`config.mk`:
```
export PLATFORM = sky130hd
export DESIGN_NAME = sha256_stream_hasher_top
export DESIGN_NICKNAME = d
export VERILOG_FILES = /design/src/hw/rtl/shs_pkg.sv /design/src/hw/rtl/shs_front.sv /design/src/hw/rtl/shs_queue.sv /design/src/hw/rtl/shs_core.sv /design/src/hw/rtl/sha256_stream_hasher_top.sv
export SDC_FILE = /design/constraint.sdc
export NUM_CORES = 2
export LEC_CHECK = 0
export BUFFER_PORTS_ARGS = -buffer_cell sky130_fd_sc_hd__buf_4
export CAP_MARGIN = 20
export CORE_UTILIZATION = 36
export CTS_BUF_LIST = sky130_fd_sc_hd__clkbuf_8
export DETAILED_ROUTE_END_ITERATION = 7
export PLACE_DENSITY_LB_ADDON = 0.05
export SKIP_LAST_GASP = 1
export SLEW_MARGIN = 25
export SYNTH_ARGS = -nofsm -noshare
export SYNTH_HDL_FRONTEND = slang
export SYNTH_HIERARCHICAL = 1
export SYNTH_SLANG_ARGS = --single-unit
```
`constraint.sdc`:
```
create_clock -name aclk -period 86.8 [get_ports aclk]
set_clock_uncertainty 0.2 [all_clocks]
set_input_delay 13.02 -clock aclk [delete_from_list [all_inputs] [get_ports aclk]]
set_output_delay 13.02 -clock aclk [all_outputs]
set_load 0.005 [all_outputs]
```
`src/hw/rtl/shs_pkg.sv`:
```
`timescale 1ns / 1ps
// ----------------------------------------------------------------------------
// shs_pkg
// Shared types, constants and round functions of the SHA-256 stream hasher.
// ----------------------------------------------------------------------------
package shs_pkg;

    localparam int BLOCK_WORDS  = 16;
    localparam int BLOCK_BYTES  = 64;
    localparam int DIGEST_WORDS = 8;
    localparam int ROUNDS       = 64;

    typedef logic [31:0] word_t;
    typedef word_t [BLOCK_WORDS-1:0] block_t;

    typedef struct packed {
        block_t words;
        logic   last_blk;
    } job_t;

    localparam word_t HASH_INIT [DIGEST_WORDS] = '{
        32'h6a09e667, 32'hbb67ae85, 32'h3c6ef372, 32'ha54ff53a,
        32'h510e527f, 32'h9b05688c, 32'h1f83d9ab, 32'h5be0cd19
    };

    localparam word_t ROUND_K [ROUNDS] = '{
        32'h428a2f98, 32'h71374491, 32'hb5c0fbcf, 32'he9b5dba5,
        32'h3956c25b, 32'h59f111f1, 32'h923f82a4, 32'hab1c5ed5,
        32'hd807aa98, 32'h12835b01, 32'h243185be, 32'h550c7dc3,
        32'h72be5d74, 32'h80deb1fe, 32'h9bdc06a7, 32'hc19bf174,
        32'he49b69c1, 32'hefbe4786, 32'h0fc19dc6, 32'h240ca1cc,
        32'h2de92c6f, 32'h4a7484aa, 32'h5cb0a9dc, 32'h76f988da,
        32'h983e5152, 32'ha831c66d, 32'hb00327c8, 32'hbf597fc7,
        32'hc6e00bf3, 32'hd5a79147, 32'h06ca6351, 32'h14292967,
        32'h27b70a85, 32'h2e1b2138, 32'h4d2c6dfc, 32'h53380d13,
        32'h650a7354, 32'h766a0abb, 32'h81c2c92e, 32'h92722c85,
        32'ha2bfe8a1, 32'ha81a664b, 32'hc24b8b70, 32'hc76c51a3,
        32'hd192e819, 32'hd6990624, 32'hf40e3585, 32'h106aa070,
        32'h19a4c116, 32'h1e376c08, 32'h2748774c, 32'h34b0bcb5,
        32'h391c0cb3, 32'h4ed8aa4a, 32'h5b9cca4f, 32'h682e6ff3,
        32'h748f82ee, 32'h78a5636f, 32'h84c87814, 32'h8cc70208,
        32'h90befffa, 32'ha4506ceb, 32'hbef9a3f7, 32'hc67178f2
    };

    localparam logic [7:0] PAD_MARK = 8'h80;

    function automatic word_t big_sigma0(input word_t x);
        return {x[1:0], x[31:2]} ^ {x[12:0], x[31:13]} ^ {x[21:0], x[31:22]};
    endfunction

    function automatic word_t big_sigma1(input word_t x);
        return {x[5:0], x[31:6]} ^ {x[10:0], x[31:11]} ^ {x[24:0], x[31:25]};
    endfunction

    function automatic word_t small_sigma0(input word_t x);
        return {x[6:0], x[31:7]} ^ {x[17:0], x[31:18]} ^ {3'b000, x[31:3]};
    endfunction

    function automatic word_t small_sigma1(input word_t x);
        return {x[16:0], x[31:17]} ^ {x[18:0], x[31:19]} ^ {10'b0, x[31:10]};
    endfunction

endpackage

```
`src/hw/rtl/shs_front.sv`:
```
`timescale 1ns / 1ps
// ----------------------------------------------------------------------------
// shs_front
// Byte intake: packs message bytes into a block, counts the length and
// builds the padding blocks at the end of a message.
// ----------------------------------------------------------------------------
module shs_front
    import shs_pkg::*;
(
    input  logic       aclk,
    input  logic       aresetn,
    input  logic       s_tvalid,
    output logic       s_tready,
    input  logic [7:0] s_tdata,
    input  logic [0:0] s_tuser,
    input  logic       s_tlast,
    output logic       push_valid,
    output job_t       push_job,
    input  logic       q_full
);

    localparam logic [1:0] ST_IDLE = 2'd0;
    localparam logic [1:0] ST_PAD  = 2'd1;
    localparam logic [1:0] ST_PAD2 = 2'd2;

    logic [1:0]  state_reg, state_next;
    logic [63:0] count_reg, count_next;
    word_t       blk_reg [BLOCK_WORDS];

    logic [5:0]  pos;
    logic        accept;
    logic        len_fits;
    logic        second;
    logic [63:0] bit_len;
    block_t      full_blk;
    block_t      pad_blk;

    assign pos      = count_reg[5:0];
    assign s_tready = (state_reg == ST_IDLE) && !q_full;
    assign accept   = s_tvalid && s_tready;
    assign second   = (state_reg == ST_PAD2);
    assign len_fits = second || (pos < 6'd56);
    assign bit_len  = {count_reg[60:0], 3'b000};

    always_comb begin
        for (int w = 0; w < BLOCK_WORDS; w++) begin
            full_blk[w] = blk_reg[w];
            for (int b = 0; b < 4; b++) begin
                if (!second && (6'(4*w+b) < pos)) begin
                    pad_blk[w][8*(3-b) +: 8] = blk_reg[w][8*(3-b) +: 8];
                end else if (!second && (6'(4*w+b) == pos)) begin
                    pad_blk[w][8*(3-b) +: 8] = PAD_MARK;
                end else begin
                    pad_blk[w][8*(3-b) +: 8] = 8'h00;
                end
            end
        end
        full_blk[BLOCK_WORDS-1][7:0] = s_tdata;
        if (len_fits) begin
            pad_blk[BLOCK_WORDS-2] = bit_len[63:32];
            pad_blk[BLOCK_WORDS-1] = bit_len[31:0];
        end
    end

    always_comb begin
        if (state_reg == ST_IDLE) begin
            push_valid        = accept && s_tuser[0] && (pos == 6'd63);
            push_job.words    = full_blk;
            push_job.last_blk = 1'b0;
        end else begin
            push_valid        = !q_full;
            push_job.words    = pad_blk;
            push_job.last_blk = len_fits;
        end
    end

    always_comb begin
        state_next = state_reg;
        count_next = count_reg;
        unique case (state_reg)
            ST_IDLE: begin
                if (accept) begin
                    if (s_tuser[0]) begin
                        count_next = count_reg + 64'd1;
                    end
                    if (s_tlast) begin
                        state_next = ST_PAD;
                    end
                end
            end
            ST_PAD: begin
                if (!q_full) begin
                    if (len_fits) begin
                        count_next = '0;
                        state_next = ST_IDLE;
                    end else begin
                        state_next = ST_PAD2;
                    end
                end
            end
            ST_PAD2: begin
                if (!q_full) begin
                    count_next = '0;
                    state_next = ST_IDLE;
                end
            end
            default: begin
                state_next = ST_IDLE;
            end
        endcase
    end

    always_ff @(posedge aclk) begin
        if (!aresetn) begin
            state_reg <= ST_IDLE;
            count_reg <= '0;
        end else begin
            state_reg <= state_next;
            count_reg <= count_next;
        end
    end

    always_ff @(posedge aclk) begin
        if (accept && s_tuser[0]) begin
            blk_reg[pos[5:2]][{~pos[1:0], 3'b000} +: 8] <= s_tdata;
        end
    end

endmodule

```
`src/hw/rtl/shs_queue.sv`:
```
`timescale 1ns / 1ps
// ----------------------------------------------------------------------------
// shs_queue
// Two-entry block queue between the byte intake and the compression core.
// ----------------------------------------------------------------------------
module shs_queue
    import shs_pkg::*;
(
    input  logic aclk,
    input  logic aresetn,
    input  logic push_valid,
    input  job_t push_job,
    output logic q_full,
    input  logic pop,
    output logic pop_valid,
    output job_t pop_job
);

    job_t       mem_reg [2];
    logic       wr_ptr_reg, rd_ptr_reg;
    logic [1:0] fill_reg;
    logic       do_push, do_pop;

    assign q_full    = (fill_reg == 2'd2);
    assign pop_valid = (fill_reg != 2'd0);
    assign pop_job   = mem_reg[rd_ptr_reg];
    assign do_push   = push_valid && !q_full;
    assign do_pop    = pop && pop_valid;

    always_ff @(posedge aclk) begin
        if (!aresetn) begin
            wr_ptr_reg <= 1'b0;
            rd_ptr_reg <= 1'b0;
            fill_reg   <= 2'd0;
        end else begin
            if (do_push) begin
                wr_ptr_reg <= !wr_ptr_reg;
            end
            if (do_pop) begin
                rd_ptr_reg <= !rd_ptr_reg;
            end
            if (do_push && !do_pop) begin
                fill_reg <= fill_reg + 2'd1;
            end else if (do_pop && !do_push) begin
                fill_reg <= fill_reg - 2'd1;
            end
        end
    end

    always_ff @(posedge aclk) begin
        if (do_push) begin
            mem_reg[wr_ptr_reg] <= push_job;
        end
    end

endmodule

```
`src/hw/rtl/shs_core.sv`:
```
`timescale 1ns / 1ps
// ----------------------------------------------------------------------------
// shs_core
// Compression core: one SHA-256 round per cycle, chain update, and digest
// output after the final block of a message.
// ----------------------------------------------------------------------------
module shs_core
    import shs_pkg::*;
(
    input  logic        aclk,
    input  logic        aresetn,
    input  logic        pop_valid,
    input  job_t        pop_job,
    output logic        pop,
    output logic        m_tvalid,
    input  logic        m_tready,
    output logic [31:0] m_tdata,
    output logic [2:0]  m_tuser,
    output logic        m_tlast
);

    localparam logic [1:0] ST_IDLE  = 2'd0;
    localparam logic [1:0] ST_ROUND = 2'd1;
    localparam logic [1:0] ST_ADD   = 2'd2;
    localparam logic [1:0] ST_EMIT  = 2'd3;

    localparam logic [2:0] LAST_IDX = 3'(DIGEST_WORDS - 1);

    logic [1:0] state_reg;
    logic [5:0] round_reg;
    logic       last_reg;
    logic [2:0] idx_reg;
    word_t      chain_reg [DIGEST_WORDS];
    word_t      var_reg [DIGEST_WORDS];
    word_t      win_reg [BLOCK_WORDS];

    word_t      t1, t2, w_new, ch, maj;

    assign pop = (state_reg == ST_IDLE) && pop_valid;

    assign m_tvalid = (state_reg == ST_EMIT);
    assign m_tdata  = chain_reg[idx_reg];
    assign m_tuser  = idx_reg;
    assign m_tlast  = (idx_reg == LAST_IDX);

    always_comb begin
        ch    = (var_reg[4] & var_reg[5]) ^ (~var_reg[4] & var_reg[6]);
        maj   = (var_reg[0] & var_reg[1]) ^ (var_reg[0] & var_reg[2])
              ^ (var_reg[1] & var_reg[2]);
        t1    = var_reg[7] + big_sigma1(var_reg[4]) + ch + ROUND_K[round_reg] + win_reg[0];
        t2    = big_sigma0(var_reg[0]) + maj;
        w_new = small_sigma1(win_reg[14]) + win_reg[9] + small_sigma0(win_reg[1]) + win_reg[0];
    end

    always_ff @(posedge aclk) begin
        if (!aresetn) begin
            state_reg <= ST_IDLE;
            round_reg <= '0;
            idx_reg   <= '0;
            for (int i = 0; i < DIGEST_WORDS; i++) begin
                chain_reg[i] <= HASH_INIT[i];
            end
        end else begin
            unique case (state_reg)
                ST_IDLE: begin
                    if (pop_valid) begin
                        round_reg <= '0;
                        state_reg <= ST_ROUND;
                    end
                end
                ST_ROUND: begin
                    round_reg <= round_reg + 6'd1;
                    if (round_reg == 6'(ROUNDS - 1)) begin
                        state_reg <= ST_ADD;
                    end
                end
                ST_ADD: begin
                    for (int i = 0; i < DIGEST_WORDS; i++) begin
                        chain_reg[i] <= chain_reg[i] + var_reg[i];
                    end
                    idx_reg   <= '0;
                    state_reg <= last_reg ? ST_EMIT : ST_IDLE;
                end
                ST_EMIT: begin
                    if (m_tready) begin
                        if (idx_reg == LAST_IDX) begin
                            for (int i = 0; i < DIGEST_WORDS; i++) begin
                                chain_reg[i] <= HASH_INIT[i];
                            end
                            state_reg <= ST_IDLE;
                        end else begin
                            idx_reg <= idx_reg + 3'd1;
                        end
                    end
                end
                default: begin
                    state_reg <= ST_IDLE;
                end
            endcase
        end
    end

    always_ff @(posedge aclk) begin
        if (pop) begin
            last_reg <= pop_job.last_blk;
            for (int i = 0; i < BLOCK_WORDS; i++) begin
                win_reg[i] <= pop_job.words[i];
            end
            for (int i = 0; i < DIGEST_WORDS; i++) begin
                var_reg[i] <= chain_reg[i];
            end
        end else if (state_reg == ST_ROUND) begin
            for (int i = 0; i < BLOCK_WORDS - 1; i++) begin
                win_reg[i] <= win_reg[i+1];
            end
            win_reg[BLOCK_WORDS-1] <= w_new;
            var_reg[7] <= var_reg[6];
            var_reg[6] <= var_reg[5];
            var_reg[5] <= var_reg[4];
            var_reg[4] <= var_reg[3] + t1;
            var_reg[3] <= var_reg[2];
            var_reg[2] <= var_reg[1];
            var_reg[1] <= var_reg[0];
            var_reg[0] <= t1 + t2;
        end
    end

endmodule

```
`src/hw/rtl/sha256_stream_hasher_top.sv`:
```
`timescale 1ns / 1ps
// ----------------------------------------------------------------------------
// sha256_stream_hasher_top
// SHA-256 of a byte stream, digest out as eight 32-bit words.
//
// Input channel (s_): one item per message byte. s_tdata is the byte,
// s_tuser[0] says the byte belongs to the message, s_tlast marks the last
// item of a message; an item with s_tuser[0] low and s_tlast high ends a
// message without adding a byte, so the empty message can be hashed.
// Output channel (m_): eight items per message, digest words H0..H7;
// m_tuser is the word index, m_tlast is high on the eighth word.
// Compression: the core runs one round per cycle; it takes a new 64-byte
// block only after the last one is chained and, at a message end, sent out.
// A two-block queue between the byte intake and the core keeps bytes flowing
// while a block compresses. Padding takes one or two further blocks;
// m_tvalid rises once the final padding block has gone through the queue,
// the rounds and the chain update, behind any blocks still ahead of it.
// Reset (aresetn low, synchronous) empties the queue and restores the
// initial hash values. While the receiver stalls the digest word holds;
// the intake keeps taking bytes until the queue is full.
// ----------------------------------------------------------------------------
module sha256_stream_hasher_top
    import shs_pkg::*;
(
    input  logic        aclk,
    input  logic        aresetn,
    input  logic        s_tvalid,
    output logic        s_tready,
    input  logic [7:0]  s_tdata,   // [7:0] data_byte
    input  logic [0:0]  s_tuser,   // [0] has_byte
    input  logic        s_tlast,
    output logic        m_tvalid,
    input  logic        m_tready,
    output logic [31:0] m_tdata,   // [31:0] digest_word
    output logic [2:0]  m_tuser,   // [2:0] word_index
    output logic        m_tlast
);

    logic push_valid;
    job_t push_job;
    logic q_full;
    logic pop;
    logic pop_valid;
    job_t pop_job;

    shs_front u_front (
        .aclk       (aclk),
        .aresetn    (aresetn),
        .s_tvalid   (s_tvalid),
        .s_tready   (s_tready),
        .s_tdata    (s_tdata),
        .s_tuser    (s_tuser),
        .s_tlast    (s_tlast),
        .push_valid (push_valid),
        .push_job   (push_job),
        .q_full     (q_full)
    );

    shs_queue u_queue (
        .aclk       (aclk),
        .aresetn    (aresetn),
        .push_valid (push_valid),
        .push_job   (push_job),
        .q_full     (q_full),
        .pop        (pop),
        .pop_valid  (pop_valid),
        .pop_job    (pop_job)
    );

    shs_core u_core (
        .aclk       (aclk),
        .aresetn    (aresetn),
        .pop_valid  (pop_valid),
        .pop_job    (pop_job),
        .pop        (pop),
        .m_tvalid   (m_tvalid),
        .m_tready   (m_tready),
        .m_tdata    (m_tdata),
        .m_tuser    (m_tuser),
        .m_tlast    (m_tlast)
    );

endmodule

```
---- After elaboration in Yosys (flattened, before gate mapping) ----
Memory sizes are Yosys's and may differ from the RTL's. A register that Yosys moved wholly into a read port is not among the register bits.
Cells that the tools add are included.
word-level totals
  memory bits (read-only) ................. 2048
  input port bits ......................... 14
  output and inout port bits .............. 38
  memory bits (writable) .................. 2562
  memories kept ........................... 6
  register bits after elaboration ......... 82
operators by class
  shift-type cells ........................ 2
  order comparisons ....................... 66
  muxes and demuxes ....................... 220
  eq/ne operators ......................... 83
  bitwise gates (word level) .............. 59
  $add $sub $neg .......................... 24
  reductions and logical operators ........ 157
memory list
  memory            words  bits a word  read ports  clocked after Yosys merged registers in  wr ports  line             RTL
  (name not given)  64     32           1           0                                        0         shs_core.sv:50   t1 = var_reg[7] + big_sigma1(var_reg[4]) + ch + ROUND_K[round_reg] + win_reg[0];
  u_queue.mem_reg   2      513          1           1                                        1         shs_queue.sv:19  job_t mem_reg [2];
  u_core.win_reg    16     32           16          0                                        16        shs_core.sv:35   word_t win_reg [BLOCK_WORDS];
  u_front.blk_reg   16     32           16          0                                        1         shs_front.sv:28  word_t blk_reg [BLOCK_WORDS];
  u_core.chain_reg  8      32           9           1                                        8         shs_core.sv:33   word_t chain_reg [DIGEST_WORDS];
  u_core.var_reg    8      32           8           0                                        8         shs_core.sv:34   word_t var_reg [DIGEST_WORDS];
operators by type and width
  operator                  number
  $mux W32                  43
  $mux W8                   128
  $add A32 B32 Y32          18
  $mux W513                 1
  $mux W64                  6
  $xor A32 B32 Y32          9
  $eq A6 B6 Y1 const A      32
  $lt A6 B6 Y1 const A      32
  $pmux W64 S3              1
  $and A32 B32 Y32          5
  $logic_and A1 B1 Y1       137
  $eq A5 B6 Y1 const A      16
  $lt A5 B6 Y1 const A      16
  $add A64 B1 Y64 const B   1
  $eq A4 B6 Y1 const A      8
  $lt A4 B6 Y1 const A      8
  $or A1 B1 Y1              40
  $not A32 Y32              1
  $shift A8 B7 Y32 const A  1
  $shiftx A8 B7 Y32         1
  $xor A32 B22 Y32          1
  $xor A32 B29 Y32          1
  $eq A3 B6 Y1 const A      4
  $lt A3 B6 Y1 const A      4
  37 further kinds          97

---- Longest topological paths before layout ----
  depth in word-level cells ............... 12
  gate-level depth with buffers ........... 41

---- By module ----
The synthesis kept the hierarchy.
by module, submodules not included
  module     instances  cells each  area an instance (µm²)  seq. area each (µm²)
  shs_core   1          7622        70567.7                 29778.6
  shs_queue  1          1621        37434.7                 30909.6
  shs_front  1          1829        23623.9                 16395.7

---- Worst setup path after synthesis ----
No wires, ideal clock.
  path type ............................... input port to flip-flop
  start point ............................. input port s_tuser
  end point ............................... register u_queue.wr_ptr_reg
  cell stages on the path ................. 5
  path slack .............................. 36289 ps
  setup time .............................. 184 ps
  data arrival time ....................... 50127 ps
  cell sequence ........................... nand4_1 a21oi_1 inv_1 nor3_1 o21a_1
on the way
  cells in the longest elaborated chain, start to end .. 4
ends and longest elaborated chain
  item                              line                            RTL
  start: declaration                sha256_stream_hasher_top.sv:30  input logic [0:0] s_tuser,
  $logic_and A1 B1 Y1 (2 in a row)  shs_front.sv:67                 push_valid = accept && s_tuser[0] && (pos == 6'd63);
  $mux W1                           shs_front.sv:66                 if (state_reg == ST_IDLE) begin
  named net push_valid              sha256_stream_hasher_top.sv:39  logic push_valid;
  $logic_and A1 B1 Y1               shs_queue.sv:27                 assign do_push = push_valid && !q_full;
  end signal: assignment            shs_queue.sv:37                 wr_ptr_reg <= !wr_ptr_reg;
  end: declaration                  shs_queue.sv:20                 logic wr_ptr_reg, rd_ptr_reg;
The timed path passes the listed nets, and every way through them passes these cells.
A chain may end at the register's enable or synchronous reset.

==> run metrics <==
Setup Fix Bufs, Post-CTS=0; Placeable Area=363000 um2; CTS tree=done; CP Max Fanout=35; Ys Warns=6; CTS Sinks=2637; Max Fclk=57.1 MHz; RSZ-0062 raised after global routing=false; top_reg_cell synth=edfxtp_1; Worst Max-Slew Pin Slew=1.24 ns; Synth-to-Final Area Change=11.1%; Synth Register Bits=2637; Hold Path Sink=u_core/win_reg[1][23]$_DFFE_PP_; Initial Utilization=36.3%; die width=607 um; final WL=462000 um; R2R Setup Slk=74.80 ns; antenna violation net count after detailed routing=0; first-pass GRT wire length=652000 um; initial antenna violation count=26; reg2reg start=u_core/round_reg[1]$_SDFFE_PN0P_; # port buffers=51; Worst Hold Launch=u_core/win_reg[2][23]$_DFFE_PP_; vias after detailed routing=87900; Critical Path AT=4.29 ns; crit path time final=17.51 ns; worst hold path cell count=2; cells on worst reg2reg path=34; Worst Path Required=73.58 ns; DRC Markers=0; cell row count=221; HPWL after detailed placement=323000 um; Setup CP Type=reg2out; status=finished, final reports clean; Critical Path End Type=output pin; vias in the first global route=88000; # resized after CTS=0; max_cap viols=0; post-synthesis sequential area ratio=58.6%; Final Hold Viols=0; die area=368000 um2; clock buffer depth=4; Vias/cell=5.34; syn avg cell area=11.9 um2; distinct cell type count after synthesis=101; synthesized area=132000 um2; Die Ht=607 um; WL/cell=28.0 um; EDFF count, synth=2427; total grt overflow=0; CTS H-Tree Depth=5; Hold/Removal Path Class=reg2reg; clock root buffer=clkbuf_8; Clock Pin Slew Worst Setup and Hold Paths=0.06 ns; fraction of registers with async set/reset=0%; # IOs=52; pin count of the biggest net entering global routing=140; Period Utilization, post-route=20.2%; Largest register FFs=1026; Final Max Slew Viols=0; TritonRoute pass-1 iters=6; initial drt markers=7408; clk_lat worst skew=1.21 ns; Reg-to-Reg End=u_core/var_reg[0][28]$_DFFE_PP_; synthesized instance count=11100; Slew HR=16.8%; RD Place Congestion=0.898; Setup Viol. Count Final=0; Worst setup SP type=register; GRT Resource Usage Total=24.7%; layout cells sized above 1=13.7%; setup TNS=0 ns; final net count=11900; Net Count, Synth=11700; Inserted Clock Buffers=468; # hold bufs at CTS=0
## per-layer routing
layer | wire, um | vias up | share of wire (%) | GRT usage, %
met5 | 41 | - | 0.0089 | 0
li1 | - | 40000 | - | -
met4 | 21400 | 6 | 4.6 | 10.6
met2 | 220000 | 2688 | 48 | 41.1
met3 | 22300 | 770 | 4.8 | 2.88
met1 | 198000 | 44400 | 43 | 32.4
## critical path, cell delays in order (launching register included)
cell and delay (ns):
dfxtp_4 0.92, buf_4 0.81, mux4_2 0.76, mux2_2 0.41
buf_4 0.17
## layout by cell type (no fill, tap or decap), drive strengths merged, types with 172 or more instances in the layout
cell type | netlist | final
fa | 195 | 195
buf | 121 | 237
nand2 | 2628 | 2628
clkbuf | 391 | 476
ha | 402 | 402
inv | 269 | 426
a21o | 193 | 193
edfxtp | 2427 | 2427
dfxtp | 210 | 210
xnor2 | 405 | 405
mux2 | 570 | 570
and2 | 363 | 363
clkinv | 2 | 208
a21oi | 478 | 478
xor2 | 172 | 172
nor2 | 440 | 440
o21ai | 415 | 415
## Yosys cell counts, types with 15 or more instances
| master | number | area share [%] |
|---|---|---|
| nand2_1 | 2628 | 7.5 |
| and2_1 | 361 | 1.7 |
| a21oi_1 | 475 | 1.8 |
| maj3_1 | 30 | 0.23 |
| o21a_1 | 66 | 0.38 |
| buf_6 | 54 | 0.46 |
| o21ai_1 | 42 | 0.16 |
| or3_1 | 59 | 0.28 |
| a21o_1 | 193 | 1.1 |
| inv_1 | 268 | 0.76 |
| ha_1 | 402 | 3.8 |
| o21ai_0 | 372 | 1.4 |
| o31ai_1 | 76 | 0.43 |
| a31oi_1 | 53 | 0.25 |
| nor2_1 | 440 | 1.3 |
| nand2b_1 | 67 | 0.32 |
| dfxtp_1 | 210 | 3.2 |
| nand4_1 | 43 | 0.20 |
| and3_1 | 53 | 0.25 |
| xnor2_1 | 405 | 2.7 |
| a311oi_1 | 23 | 0.15 |
| or2_2 | 18 | 0.086 |
| o21bai_1 | 48 | 0.27 |
| clkbuf_1 | 391 | 1.1 |
| mux2i_1 | 29 | 0.22 |
| xor2_1 | 172 | 1.1 |
| nor3_1 | 80 | 0.30 |
| buf_1 | 58 | 0.17 |
| nor3b_1 | 16 | 0.091 |
| a211oi_1 | 52 | 0.30 |
| edfxtp_1 | 2427 | 55 |
| fa_1 | 195 | 3.0 |
| or4_1 | 19 | 0.11 |
| a22o_1 | 44 | 0.29 |
| nand3_1 | 120 | 0.46 |
| o211ai_1 | 58 | 0.33 |
| nor2b_1 | 132 | 0.63 |
| mux4_2 | 69 | 1.2 |
| mux2_2 | 570 | 4.9 |
| a221oi_1 | 15 | 0.10 |
## layout make-up
cell class / instances / area [um2]
multi-input combinational: 7652 / 51400
clock buffer: 476 / 6550
fill: 34800 / 217000
antenna: 13 / 32.5
tap: 4794 / 6000
sequential: 2637 / 77100
clock inverter: 386 / 2190
inverter: 271 / 1030
timing repair buffer: 237 / 1910
## cell families after synthesis
group	count (synthesis)	share of synthesized area [%]
multiplexers	668	6.28
AND/OR/NAND/NOR	4084	13.5
XOR/XNOR	577	3.84
adder cells (fa/ha/maj)	627	7.02
buffers and inverters	783	2.55
flip-flops	2637	58.6
AO/OA/AOI/OAI	1696	8.26
## worst max-delay path by stage
| stage | startpoint | slack, ns | depth (start not counted) | endpoint |
|---|---|---|---|---|
| after floorplan | s_tuser | 36.29 | 5 | u_queue/wr_ptr_reg$_SDFFE_PN0P_ |
| after global placement | s_tvalid | 69.13 | 7 | u_queue/mem_reg[1][234]$_DFFE_PP_ |
| after detailed placement | s_tvalid | 69.15 | 7 | u_queue/mem_reg[1][233]$_DFFE_PP_ |
| after CTS | register | 69.10 | 4 | m_tdata[8] |
| after global routing | register | 69.12 | 4 | m_tdata[7] |
| final | register | 69.29 | 4 | m_tdata[8] |
## metrics by stage
stage                     hold WS [ns]  instance area [um2]  utilization [%]  worst slack, ns  instances
after floorplan                  0.253               132000                -            36.29      11100
after global placement           0.268               137000             37.8            69.13      15600
after detailed placement         0.285               137000             37.9            69.15      15600
after CTS                        0.243               146000             40.3            69.10      16500
after global routing             0.290               146000             40.3            69.12      16500
final                            0.259               146000             40.3            69.29      16500
Power is not shown: default switching activity piles up to over one toggle a cycle in this logic, so the estimate is an artifact.
